==> config.mk <==
export PLATFORM = sky130hd
export DESIGN_NAME = bldc_six_step_commutation_control
export DESIGN_NICKNAME = d
export VERILOG_FILES = /design/src/rtl/bssc_pkg.sv /design/src/rtl/bssc_cfg.sv /design/src/rtl/bssc_ctrl.sv /design/src/rtl/bldc_six_step_commutation_control.sv
export VERILOG_INCLUDE_DIRS = /design/src /design/src/rtl
export SDC_FILE = /design/constraint.sdc
export NUM_CORES = 1
export LEC_CHECK = 0
export BUFFER_PORTS_ARGS = -buffer_cell sky130_fd_sc_hd__buf_2
export CAP_MARGIN = 20
export CORE_MARGIN = 10
export CORE_UTILIZATION = 54
export DETAILED_ROUTE_END_ITERATION = 10
export PLACE_DENSITY = 0.75
export SLEW_MARGIN = 0
export SYNTH_ARGS = -nofsm -noshare
export SYNTH_HDL_FRONTEND = slang
export SYNTH_HIERARCHICAL = 1
export SYNTH_SLANG_ARGS = --single-unit
==> constraint.sdc <==
create_clock -name i_clk -period 6.4 [get_ports i_clk]
set_input_delay 0.64 -clock i_clk [delete_from_list [all_inputs] [get_ports i_clk]]
set_output_delay 0.64 -clock i_clk [all_outputs]
set_load 0.01 [all_outputs]
==> src/rtl/assert_macros.svh <==
// Assertion macros shared by the RTL files.
`ifndef ASSERT_MACROS_SVH
`define ASSERT_MACROS_SVH

// Check a condition at every clock edge outside reset.
`define ASSERT_ALWAYS(label, cond, msg) \
    label: assert property (@(posedge i_clk) disable iff (!i_rst_n) (cond)) else $error(msg);

// Check that a condition holds in the cycle after a trigger.
`define ASSERT_NEXT(label, trig, cond, msg) \
    label: assert property (@(posedge i_clk) disable iff (!i_rst_n) (trig) |=> (cond)) \
        else $error(msg);

`endif

==> src/rtl/bssc_pkg.sv <==
// Types, codes and tables of the six-step commutation controller.
`timescale 1ns / 1ps
package bssc_pkg;

    // Command codes of an input item
    localparam logic [1:0] CMD_MAIN    = 2'd0;
    localparam logic [1:0] CMD_REQUEST = 2'd1;
    localparam logic [1:0] CMD_ZC      = 2'd2;
    localparam logic [1:0] CMD_DUTY    = 2'd3;

    // External mode codes
    localparam logic [2:0] MODE_CODE_INVALID = 3'd0;
    localparam logic [2:0] MODE_CODE_INIT    = 3'd1;
    localparam logic [2:0] MODE_CODE_START   = 3'd2;
    localparam logic [2:0] MODE_CODE_COLD    = 3'd3;
    localparam logic [2:0] MODE_CODE_WORK    = 3'd4;
    localparam logic [2:0] MODE_CODE_STALL   = 3'd5;
    localparam logic [2:0] MODE_CODE_STOP    = 3'd6;

    // Zero-cross phase codes
    localparam logic [1:0] PHASE_A = 2'd0;
    localparam logic [1:0] PHASE_B = 2'd1;
    localparam logic [1:0] PHASE_C = 2'd2;

    // Gate drive codes
    localparam logic [1:0] DRV_FLOAT = 2'd0;
    localparam logic [1:0] DRV_LOW   = 2'd1;
    localparam logic [1:0] DRV_HIGH  = 2'd2;

    localparam logic [2:0] STEP_LAST = 3'd5;

    // Configuration register indexes
    localparam logic CFG_IDX_INTERVAL   = 1'b0;
    localparam logic CFG_IDX_COLD_STEPS = 1'b1;

    localparam logic [15:0] INTERVAL_RESET   = 16'd50;
    localparam logic [7:0]  COLD_STEPS_RESET = 8'd18;

    typedef enum logic [6:0] {
        MODE_INVALID = 7'b0000001,
        MODE_INIT    = 7'b0000010,
        MODE_START   = 7'b0000100,
        MODE_COLD    = 7'b0001000,
        MODE_WORK    = 7'b0010000,
        MODE_STALL   = 7'b0100000,
        MODE_STOP    = 7'b1000000
    } t_mode;

    typedef struct packed {
        logic [1:0]  cmd;
        logic [31:0] now;
        logic [2:0]  request;
        logic [1:0]  zc_phase;
        logic        zc_level;
        logic [7:0]  duty_in;
    } t_in_item;

    typedef struct packed {
        logic [1:0] phase_a_drive;
        logic [1:0] phase_b_drive;
        logic [1:0] phase_c_drive;
        logic [7:0] duty_out;
        logic [2:0] mode;
        logic [2:0] pending_mode;
        logic [2:0] step_out;
        logic       zc_armed;
    } t_out_item;

    typedef struct packed {
        logic [15:0] commute_interval;
        logic [7:0]  cold_start_steps;
    } t_cfg;

    // Drive pattern: C in [5:4], B in [3:2], A in [1:0]
    typedef struct packed {
        t_mode       cur_mode;
        t_mode       next_mode;
        logic [2:0]  step_idx;
        logic [2:0]  applied_step;
        logic [31:0] next_commute_time;
        logic [7:0]  cold_count;
        logic        armed;
        logic [7:0]  duty;
        logic [5:0]  drive;
    } t_state;

    function automatic logic [2:0] mode_code(input t_mode m);
        logic [2:0] c;
        unique case (m)
            MODE_INIT:  c = MODE_CODE_INIT;
            MODE_START: c = MODE_CODE_START;
            MODE_COLD:  c = MODE_CODE_COLD;
            MODE_WORK:  c = MODE_CODE_WORK;
            MODE_STALL: c = MODE_CODE_STALL;
            MODE_STOP:  c = MODE_CODE_STOP;
            default:    c = MODE_CODE_INVALID;
        endcase
        return c;
    endfunction

    function automatic logic [5:0] step_drive(input logic [2:0] s);
        logic [5:0] d;
        case (s)
            3'd0:    d = {DRV_LOW,   DRV_FLOAT, DRV_HIGH};
            3'd1:    d = {DRV_FLOAT, DRV_LOW,   DRV_HIGH};
            3'd2:    d = {DRV_HIGH,  DRV_LOW,   DRV_FLOAT};
            3'd3:    d = {DRV_HIGH,  DRV_FLOAT, DRV_LOW};
            3'd4:    d = {DRV_FLOAT, DRV_HIGH,  DRV_LOW};
            3'd5:    d = {DRV_LOW,   DRV_HIGH,  DRV_FLOAT};
            default: d = {DRV_FLOAT, DRV_FLOAT, DRV_FLOAT};
        endcase
        return d;
    endfunction

endpackage

==> src/rtl/bssc_cfg.sv <==
// Configuration registers: commutation interval and cold-start step count.
`timescale 1ns / 1ps
module bssc_cfg
    import bssc_pkg::*;
(
    input  logic        i_clk,
    input  logic        i_rst_n,
    input  logic        i_cfg_we,
    input  logic        i_cfg_idx,
    input  logic [15:0] i_cfg_data,
    output t_cfg        o_cfg
);

    t_cfg r_cfg;

    always_ff @(posedge i_clk) begin
        if (!i_rst_n) begin
            r_cfg.commute_interval <= INTERVAL_RESET;
            r_cfg.cold_start_steps <= COLD_STEPS_RESET;
        end else if (i_cfg_we) begin
            unique case (i_cfg_idx)
                CFG_IDX_INTERVAL:   r_cfg.commute_interval <= i_cfg_data;
                CFG_IDX_COLD_STEPS: r_cfg.cold_start_steps <= i_cfg_data[7:0];
                default: ;
            endcase
        end
    end

    assign o_cfg = r_cfg;

endmodule

==> src/rtl/bssc_ctrl.sv <==
// Next-state logic: mode requests, main pass, zero-cross edges and duty writes.
`timescale 1ns / 1ps
module bssc_ctrl
    import bssc_pkg::*;
(
    input  t_state   i_state,
    input  t_in_item i_item,
    input  t_cfg     i_cfg,
    output t_state   o_state
);

    function automatic t_mode take_request(input t_mode cur, input t_mode nxt,
                                           input logic [2:0] req);
        t_mode res;
        res = nxt;
        unique case (req)
            MODE_CODE_INIT:  if (cur == MODE_STOP || cur == MODE_INVALID) res = MODE_INIT;
            MODE_CODE_START: if (cur == MODE_STOP) res = MODE_START;
            MODE_CODE_COLD:  if (cur == MODE_START) res = MODE_COLD;
            MODE_CODE_WORK:  if (cur == MODE_COLD) res = MODE_WORK;
            MODE_CODE_STALL: if (cur == MODE_WORK) res = MODE_STALL;
            MODE_CODE_STOP:  if (cur != MODE_INVALID) res = MODE_STOP;
            default: ;
        endcase
        return res;
    endfunction

    t_mode       new_mode;
    logic        entry;
    logic [31:0] due_sum;
    logic [31:0] due_time;
    logic [7:0]  count_cur;
    logic [2:0]  step_next;

    always_comb begin
        new_mode  = i_state.next_mode;
        entry     = (i_state.cur_mode != new_mode);
        due_sum   = i_item.now + {16'd0, i_cfg.commute_interval};
        due_time  = (new_mode == MODE_COLD && i_state.cur_mode != MODE_COLD)
                    ? due_sum : i_state.next_commute_time;
        count_cur = (i_state.cur_mode != MODE_COLD) ? 8'd0 : i_state.cold_count;
        step_next = (i_state.step_idx >= STEP_LAST) ? 3'd0 : i_state.step_idx + 3'd1;
    end

    always_comb begin
        o_state = i_state;
        case (i_item.cmd)
            CMD_MAIN: begin
                o_state.cur_mode = new_mode;
                unique case (new_mode)
                    MODE_INIT: begin
                        o_state.duty      = 8'd0;
                        o_state.drive     = 6'd0;
                        o_state.next_mode = MODE_STOP;
                    end
                    MODE_START: o_state.next_mode = MODE_COLD;
                    MODE_COLD: begin
                        o_state.next_commute_time = due_time;
                        o_state.cold_count        = count_cur;
                        if (i_item.now >= due_time) begin
                            o_state.next_commute_time = due_sum;
                            o_state.drive             = step_drive(i_state.step_idx);
                            o_state.step_idx          = step_next;
                            o_state.cold_count        = count_cur + 8'd1;
                            // last open-loop step: hand over to work
                            if (count_cur == i_cfg.cold_start_steps) begin
                                o_state.applied_step = step_next;
                                o_state.next_mode    = MODE_WORK;
                            end
                        end
                    end
                    MODE_WORK: begin
                        o_state.armed = 1'b1;
                        if (i_state.applied_step != i_state.step_idx) begin
                            o_state.drive        = step_drive(i_state.step_idx);
                            o_state.applied_step = i_state.step_idx;
                        end
                    end
                    MODE_STOP: begin
                        if (entry) begin
                            o_state.duty  = 8'd0;
                            o_state.armed = 1'b0;
                            o_state.drive = 6'd0;
                        end
                    end
                    default: ;
                endcase
            end
            CMD_REQUEST: begin
                o_state.next_mode = take_request(i_state.cur_mode, i_state.next_mode,
                                                 i_item.request);
            end
            CMD_ZC: begin
                if (i_state.armed) begin
                    case (i_item.zc_phase)
                        PHASE_A: o_state.step_idx = i_item.zc_level ? 3'd0 : 3'd3;
                        PHASE_B: o_state.step_idx = i_item.zc_level ? 3'd4 : 3'd1;
                        PHASE_C: o_state.step_idx = i_item.zc_level ? 3'd2 : 3'd5;
                        default: ;
                    endcase
                end
            end
            default: o_state.duty = i_item.duty_in;
        endcase
    end

endmodule

==> src/rtl/bldc_six_step_commutation_control.sv <==
// Top level of the six-step sensorless BLDC commutation controller.
//
//  channel   | handshake                      | payload
//  ----------+--------------------------------+---------------------------
//  input     | i_in_valid / o_in_ready        | i_in_item  (t_in_item)
//  output    | o_out_valid / i_out_ready      | o_out_item (t_out_item)
//  config    | i_cfg_we                       | i_cfg_idx, i_cfg_data
//
// One item per cycle unless the output side stalls; its result is registered at the edge that accepts it.
// The controller state and the result register are written at the same edge
// an item is accepted, from one pass of next-state logic.
// Reset (synchronous, active low) clears the state, config and output valid.
// A held result blocks input only while the output side stalls.
`timescale 1ns / 1ps
module bldc_six_step_commutation_control
    import bssc_pkg::*;
(
    input  logic        i_clk,
    input  logic        i_rst_n,
    input  logic        i_in_valid,
    output logic        o_in_ready,
    input  t_in_item    i_in_item,
    output logic        o_out_valid,
    input  logic        i_out_ready,
    output t_out_item   o_out_item,
    input  logic        i_cfg_we,
    input  logic        i_cfg_idx,
    input  logic [15:0] i_cfg_data
);

`include "assert_macros.svh"

    t_cfg      cfg;
    t_state    r_state;
    t_state    n_state;
    logic      r_out_valid;
    t_out_item r_out_item;
    logic      in_fire;
    logic      armed_legal;
    logic      drive_legal;

    bssc_cfg u_cfg (
        .i_clk      (i_clk),
        .i_rst_n    (i_rst_n),
        .i_cfg_we   (i_cfg_we),
        .i_cfg_idx  (i_cfg_idx),
        .i_cfg_data (i_cfg_data),
        .o_cfg      (cfg)
    );

    bssc_ctrl u_ctrl (
        .i_state (r_state),
        .i_item  (i_in_item),
        .i_cfg   (cfg),
        .o_state (n_state)
    );

    assign o_in_ready = !r_out_valid || i_out_ready;
    assign in_fire    = i_in_valid && o_in_ready;

    always_ff @(posedge i_clk) begin
        if (!i_rst_n) begin
            r_state.cur_mode          <= MODE_INVALID;
            r_state.next_mode         <= MODE_INVALID;
            r_state.step_idx          <= 3'd0;
            r_state.applied_step      <= 3'd0;
            r_state.next_commute_time <= 32'd0;
            r_state.cold_count        <= 8'd0;
            r_state.armed             <= 1'b0;
            r_state.duty              <= 8'd0;
            r_state.drive             <= 6'd0;
        end else if (in_fire) begin
            r_state <= n_state;
        end
    end

    always_ff @(posedge i_clk) begin
        if (!i_rst_n) begin
            r_out_valid <= 1'b0;
        end else if (in_fire) begin
            r_out_valid <= 1'b1;
        end else if (i_out_ready) begin
            r_out_valid <= 1'b0;
        end
    end

    always_ff @(posedge i_clk) begin
        if (in_fire) begin
            r_out_item.phase_a_drive <= n_state.drive[1:0];
            r_out_item.phase_b_drive <= n_state.drive[3:2];
            r_out_item.phase_c_drive <= n_state.drive[5:4];
            r_out_item.duty_out      <= n_state.duty;
            r_out_item.mode          <= mode_code(n_state.cur_mode);
            r_out_item.pending_mode  <= mode_code(n_state.next_mode);
            r_out_item.step_out      <= n_state.step_idx;
            r_out_item.zc_armed      <= n_state.armed;
        end
    end

    assign o_out_valid = r_out_valid;
    assign o_out_item  = r_out_item;

    assign armed_legal = !r_state.armed || r_state.cur_mode == MODE_WORK
                         || r_state.cur_mode == MODE_STALL;
    assign drive_legal = r_state.drive[1:0] != 2'd3 && r_state.drive[3:2] != 2'd3
                         && r_state.drive[5:4] != 2'd3;

    `ASSERT_NEXT(a_result_follows_item, in_fire, o_out_valid, "accepted item left no result")
    `ASSERT_ALWAYS(a_armed_mode, armed_legal, "zero-cross armed outside work or stall")
    `ASSERT_ALWAYS(a_step_range, r_state.step_idx <= STEP_LAST, "step index out of range")
    `ASSERT_ALWAYS(a_drive_codes, drive_legal, "illegal gate drive code")

endmodule

* Word level (Yosys, flattened, before mapping)
Cells that the tools add are included.
Word-level totals: bits in registers 124, output and inout port bits 26, memory bits (read-only) 0, memories kept 0, latch bits 0, input port bits 70, word-level logic and storage cells 125, memory bits (writable) 0
Cells by class: bitwise gates (word level) 1, equality and inequality tests 45, shift-type cells 0, $add $sub $neg 3, magnitude comparators 2, muxes and demuxes 39, div/mod/pow operators 0, multiply operators 0, reduce and logical (&&, ||, !) cells 15
Operators with widths (number):
- 7-bit 2-to-1 mux | 8
- 53-bit 2-to-1 mux | 1
- 7-bit one-hot mux with 6 select lines | 1
- 3-bit one-hot mux with 6 select lines | 2
- 6-bit one-hot mux with 6 select lines | 1
- 32-bit by 16-bit adder with 32-bit output | 1
- 32-bit >= comparator | 1
- 32-bit 2-to-1 mux | 1
- 8-bit one-hot mux with 2 select lines | 2
- 7-bit by 3-bit == test with 1-bit output (second input constant) | 4
- 7-bit by 4-bit == test with 1-bit output (second input constant) | 4
- 7-bit by 5-bit == test with 1-bit output (second input constant) | 4
- 7-bit == test (second input constant) | 4
- 6-bit one-hot mux with 4 select lines | 1
- 7-bit by 2-bit == test with 1-bit output (second input constant) | 3
- 3-bit 2-to-1 mux | 7
- 7-bit one-hot mux with 3 select lines | 1
- 6-bit 2-to-1 mux | 3
- 3-bit == test (second input constant) | 5
- 15-bit 2-to-1 mux | 1
- 7-bit by 6-bit == test with 1-bit output (second input constant) | 2
- 7-bit one-hot mux with 2 select lines | 1
- 3-bit by 2-bit == test with 1-bit output (second input constant) | 4
- 3-bit one-hot mux with 2 select lines | 2
- other kinds (30) | 41

* Logic depth before layout (Yosys ltp)
depth after elaboration 9, gate-level depth with buffers 21, gate-level depth less buffers 20

* Modules after synthesis
The synthesis kept the hierarchy.
By module, submodules not included:
- bssc_ctrl | times used 1, sequential area each 0.0 sq um, area an instance 4528.1 sq um, cells each 615
- bldc_six_step_commutation_control | times used 1, sequential area each 2242.2 sq um, area an instance 3921.3 sq um, cells each 379
- bssc_cfg | times used 1, sequential area each 480.5 sq um, area an instance 968.4 sq um, cells each 102

* Worst setup path after synthesis
OpenSTA, ideal clock, no wires.
path type input -> register, start point in i_in_item[14] (netlist bit), end point reg r_out_item (netlist bit o_out_item[5]) (data pin), data required time 6.144 ns, stages 20, setup slack 1.418 ns, data arrival time 4.727 ns, library setup time 0.256 ns, cells stage by stage ha_1 > inv_1 > fa_1 > nor2b_1 > o2111ai_1 > a211oi_1 > nor2_1 > o21ai_0 > xor2_1 > mux2i_1 > ha_1 > or2_2 > a311oi_1 > o21ai_1 > a311oi_4 > buf_2 > nor3b_1 > o211ai_1 > xor2_1 > o211a_1
RTL lines:
- start, declared | RTL line bldc_six_step_commutation_control.sv:22 | input t_in_item i_in_item,
- end, declared | RTL line bldc_six_step_commutation_control.sv:37 | t_out_item r_out_item;

==> flow_summary.yaml <==
status:
  status: "finished clean"
clock_network:
  cts_tree: "done"
  cts.htree.levels: 4
  clockBufferDepth: 2
  ctsResizeCount: 0
  clk-insertion-delay-late_ns: 0.42
  root_buffer: "clkbuf_16"
  post-cts-setup-buffers: 0
  cts.clk_slew.worst_paths_ns: 0.07
  numCtsBuffers: 17
  clock_sinks: 124
  ctsHoldBuffers: 0
setup_path:
  endpoint_kind: "register"
  rr_worst_depth: 19
  crit_start: "u_cfg/o_cfg[8]$_SDFFE_PN0P_"
  r2r-start: "u_cfg/o_cfg[8]$_SDFFE_PN0P_"
  arrival_ns: 5.86
  crit_required_ns: 6.57
  crit_path_start_kind: "register"
  worstPathMaxFanout: 15
  worstSetupPathType: "register to register"
die:
  start_util_pct: 54.8
  rows: 48
  die-area_um2: 23100
  die_x_um: 152
  io_pins: 96
  core_um2: 17200
  fp.dieH_um: 152
synthesis:
  yosys.area.top_type: "dfxtp_1"
  synthArstFlopShare_pct: 0
  synth_ff_type: "dfxtp_1"
  yosys_register_bits: 124
  synth_fp_nets: 1225
  synth_cells: 1096
  synth_edf_count: 24
  synth_most_common_cell: "nand2_1"
  synthTopCellsByArea: "dfxtp_1 21%, mux2i_1 13%, nand2_1 9.3%"
  yosys-top-cells-count: "233 x nand2_1, 125 x mux2i_1, 100 x dfxtp_1"
  synthesis.area_um2: 9420
  synth_top_area_share_pct: 21.3
  yosysWarningCount: 6
  yosys.cell_types.count: 80
  postSynthAreaPerCell_um2: 8.59
  ys_seq_area_share_pct: 28.9
sta:
  grt_setup_unrepaired: "false"
  timing.final.crit_share_pct: 88.9
  clock_skew_ns: 0.0118
  tns_ns: 0
  hold_slack_ns: 0.458
  finalHoldViolCount: 0
  worst_slew_pin_slew_ns: 0.982
  fin_crit_ns: 5.69
  setup_viol: 0
  fmax_ghz: 0.176
  finalMaxSlewViolations: 0
  slew-limit-headroom_pct: 33.9
power_and_ir_drop:
  peakVddDrop_mv: 0.205
  leakagePower_nw: 4.25
  power.density_nw_per_um2: 203
route:
  first_pass_iters: 5
  wl_um: 22400
  first_iter_violations: 444
  ant_nets: 0
  drc: 0
  avgViaCountPerCell: 5.77
  wl_per_cell_um: 16.0
  num_vias: 8065
layout:
  area_growth_pct: 11.5
  fin_nets: 1288
  drive_gt1_share_pct: 16.0
  final_cells: 1397
  final_cell_area_um2: 10500
  nFillCells: 1515
  antenna_cells: 0
global_route:
  grt_pass1_wl_um: 37700
  grt-ovfl-total: 0
  grt_pass1_vias: 7814
  grt_max_degree: 101
  antenna_found_initial: 0
  grt_use_total_pct: 18.9
min_path:
  worstHoldPathType: "register to register"
  min_from: "r_state[0]$_SDFFE_PN0P_"
  hold_depth: 2
place:
  dpl-instance-area_um2: 9880
  gp_congestion: 0.932
  port_buffers: 95
  post-place-cells: 1365
  place_hpwl_um: 16000
run:
  maxCapViolCount: 0
[routing by layer]
layer	global-route usage [%]	wire (um)	vias to the layer above
met5	0	0	-
met4	6.14	363	0
met3	4.40	1020	28
met2	31.3	10800	206
met1	23.5	10300	3773
li1	-	-	4058
[cell type report]
| type | count | area (um^2) | share of cell area (%) |
|---|---|---|---|
| Multi-Input combinational cell | 863 | 6130 | 58.4 |
| Sequential cell | 124 | 2720 | 25.9 |
| Timing Repair Buffer | 105 | 566 | 5.39 |
| Clock buffer | 17 | 425 | 4.05 |
| Tap cell | 225 | 282 | 2.68 |
| Clock inverter | 15 | 195 | 1.86 |
| Inverter | 48 | 180 | 1.72 |
[report_power, final]
group / total [W] / internal, W / switching (W)
logic: 0.000286 / 0.000114 / 0.000172
registers: 0.000828 / 0.000815 / 0.0000129
clock network: 0.00102 / 0.000598 / 0.000422
total: 0.00213 / 0.00153 / 0.000607
[final timing paths]
| check | to | slack [ns] |
|---|---|---|
| setup / recovery | o_out_item[4]$_DFFE_PP_ | 0.71 |
| hold / removal | r_state[0]$_SDFFE_PN0P_ | 0.46 |
| setup reg to reg | o_out_item[4]$_DFFE_PP_ | 0.71 |
| hold reg to reg | r_state[0]$_SDFFE_PN0P_ | 0.46 |
[critical path, stage by stage (launching register included)]
cell	delay (ns)
dfxtp_1	0.35
ha_1	0.21
inv_1	0.06
fa_1	0.41
nor2b_1	0.17
o2111ai_1	0.14
a211oi_1	0.51
nor2_1	0.16
o21ai_0	0.22
xor2_1	0.23
mux2i_1	0.12
ha_1	0.29
or2_2	0.30
a311oi_1	0.26
o21ai_1	0.20
a311oi_4	0.71
nor3b_1	0.13
o211ai_1	0.56
xor2_1	0.16
o211a_1	0.25
[state kept, by name, indices dropped and copies added, names as in the netlist]
| signal | cells |
|---|---|
| u_cfg/o_cfg | 24 |
| o_out_item | 24 |
| o_out_valid | 1 |
| r_state | 75 |
[placed cells by master, fill, tap and decap left out, drive strengths merged, types with 33 or more instances in the layout]
master  count
a21oi      45
ha         58
o21ai      35
inv        57
mux2i     125
xnor2      34
buf       105
mux2       33
nand2     234
dfxtp     100
nor2       49
[cell families (layout without fill, tap and decap cells)]
logic type	after synthesis	in the layout	share of synthesized area (%)
simple gates	402	402	19.6
compound gates	187	187	13.9
mux	158	158	18.3
flops	124	124	28.9
buf+inv	109	185	6.08
fa+ha+maj	59	59	7.92
xor+xnor	57	57	5.30
[through the flow]
| stage | total power (W) | setup slack, ns | util [%] |
|---|---|---|---|
| 2_1_floorplan | 0.00105 | 1.42 | - |
| 3_3_place_gp | 0.00112 | 0.483 | 57.5 |
| 3_5_place_dp | 0.00113 | 0.356 | 57.5 |
| 4_1_cts | 0.00215 | 0.679 | 61.1 |
| 5_1_grt | 0.00222 | 0.337 | 61.1 |
| 6_report | 0.00213 | 0.709 | 61.1 |
(Power assumes the default switching activity.)
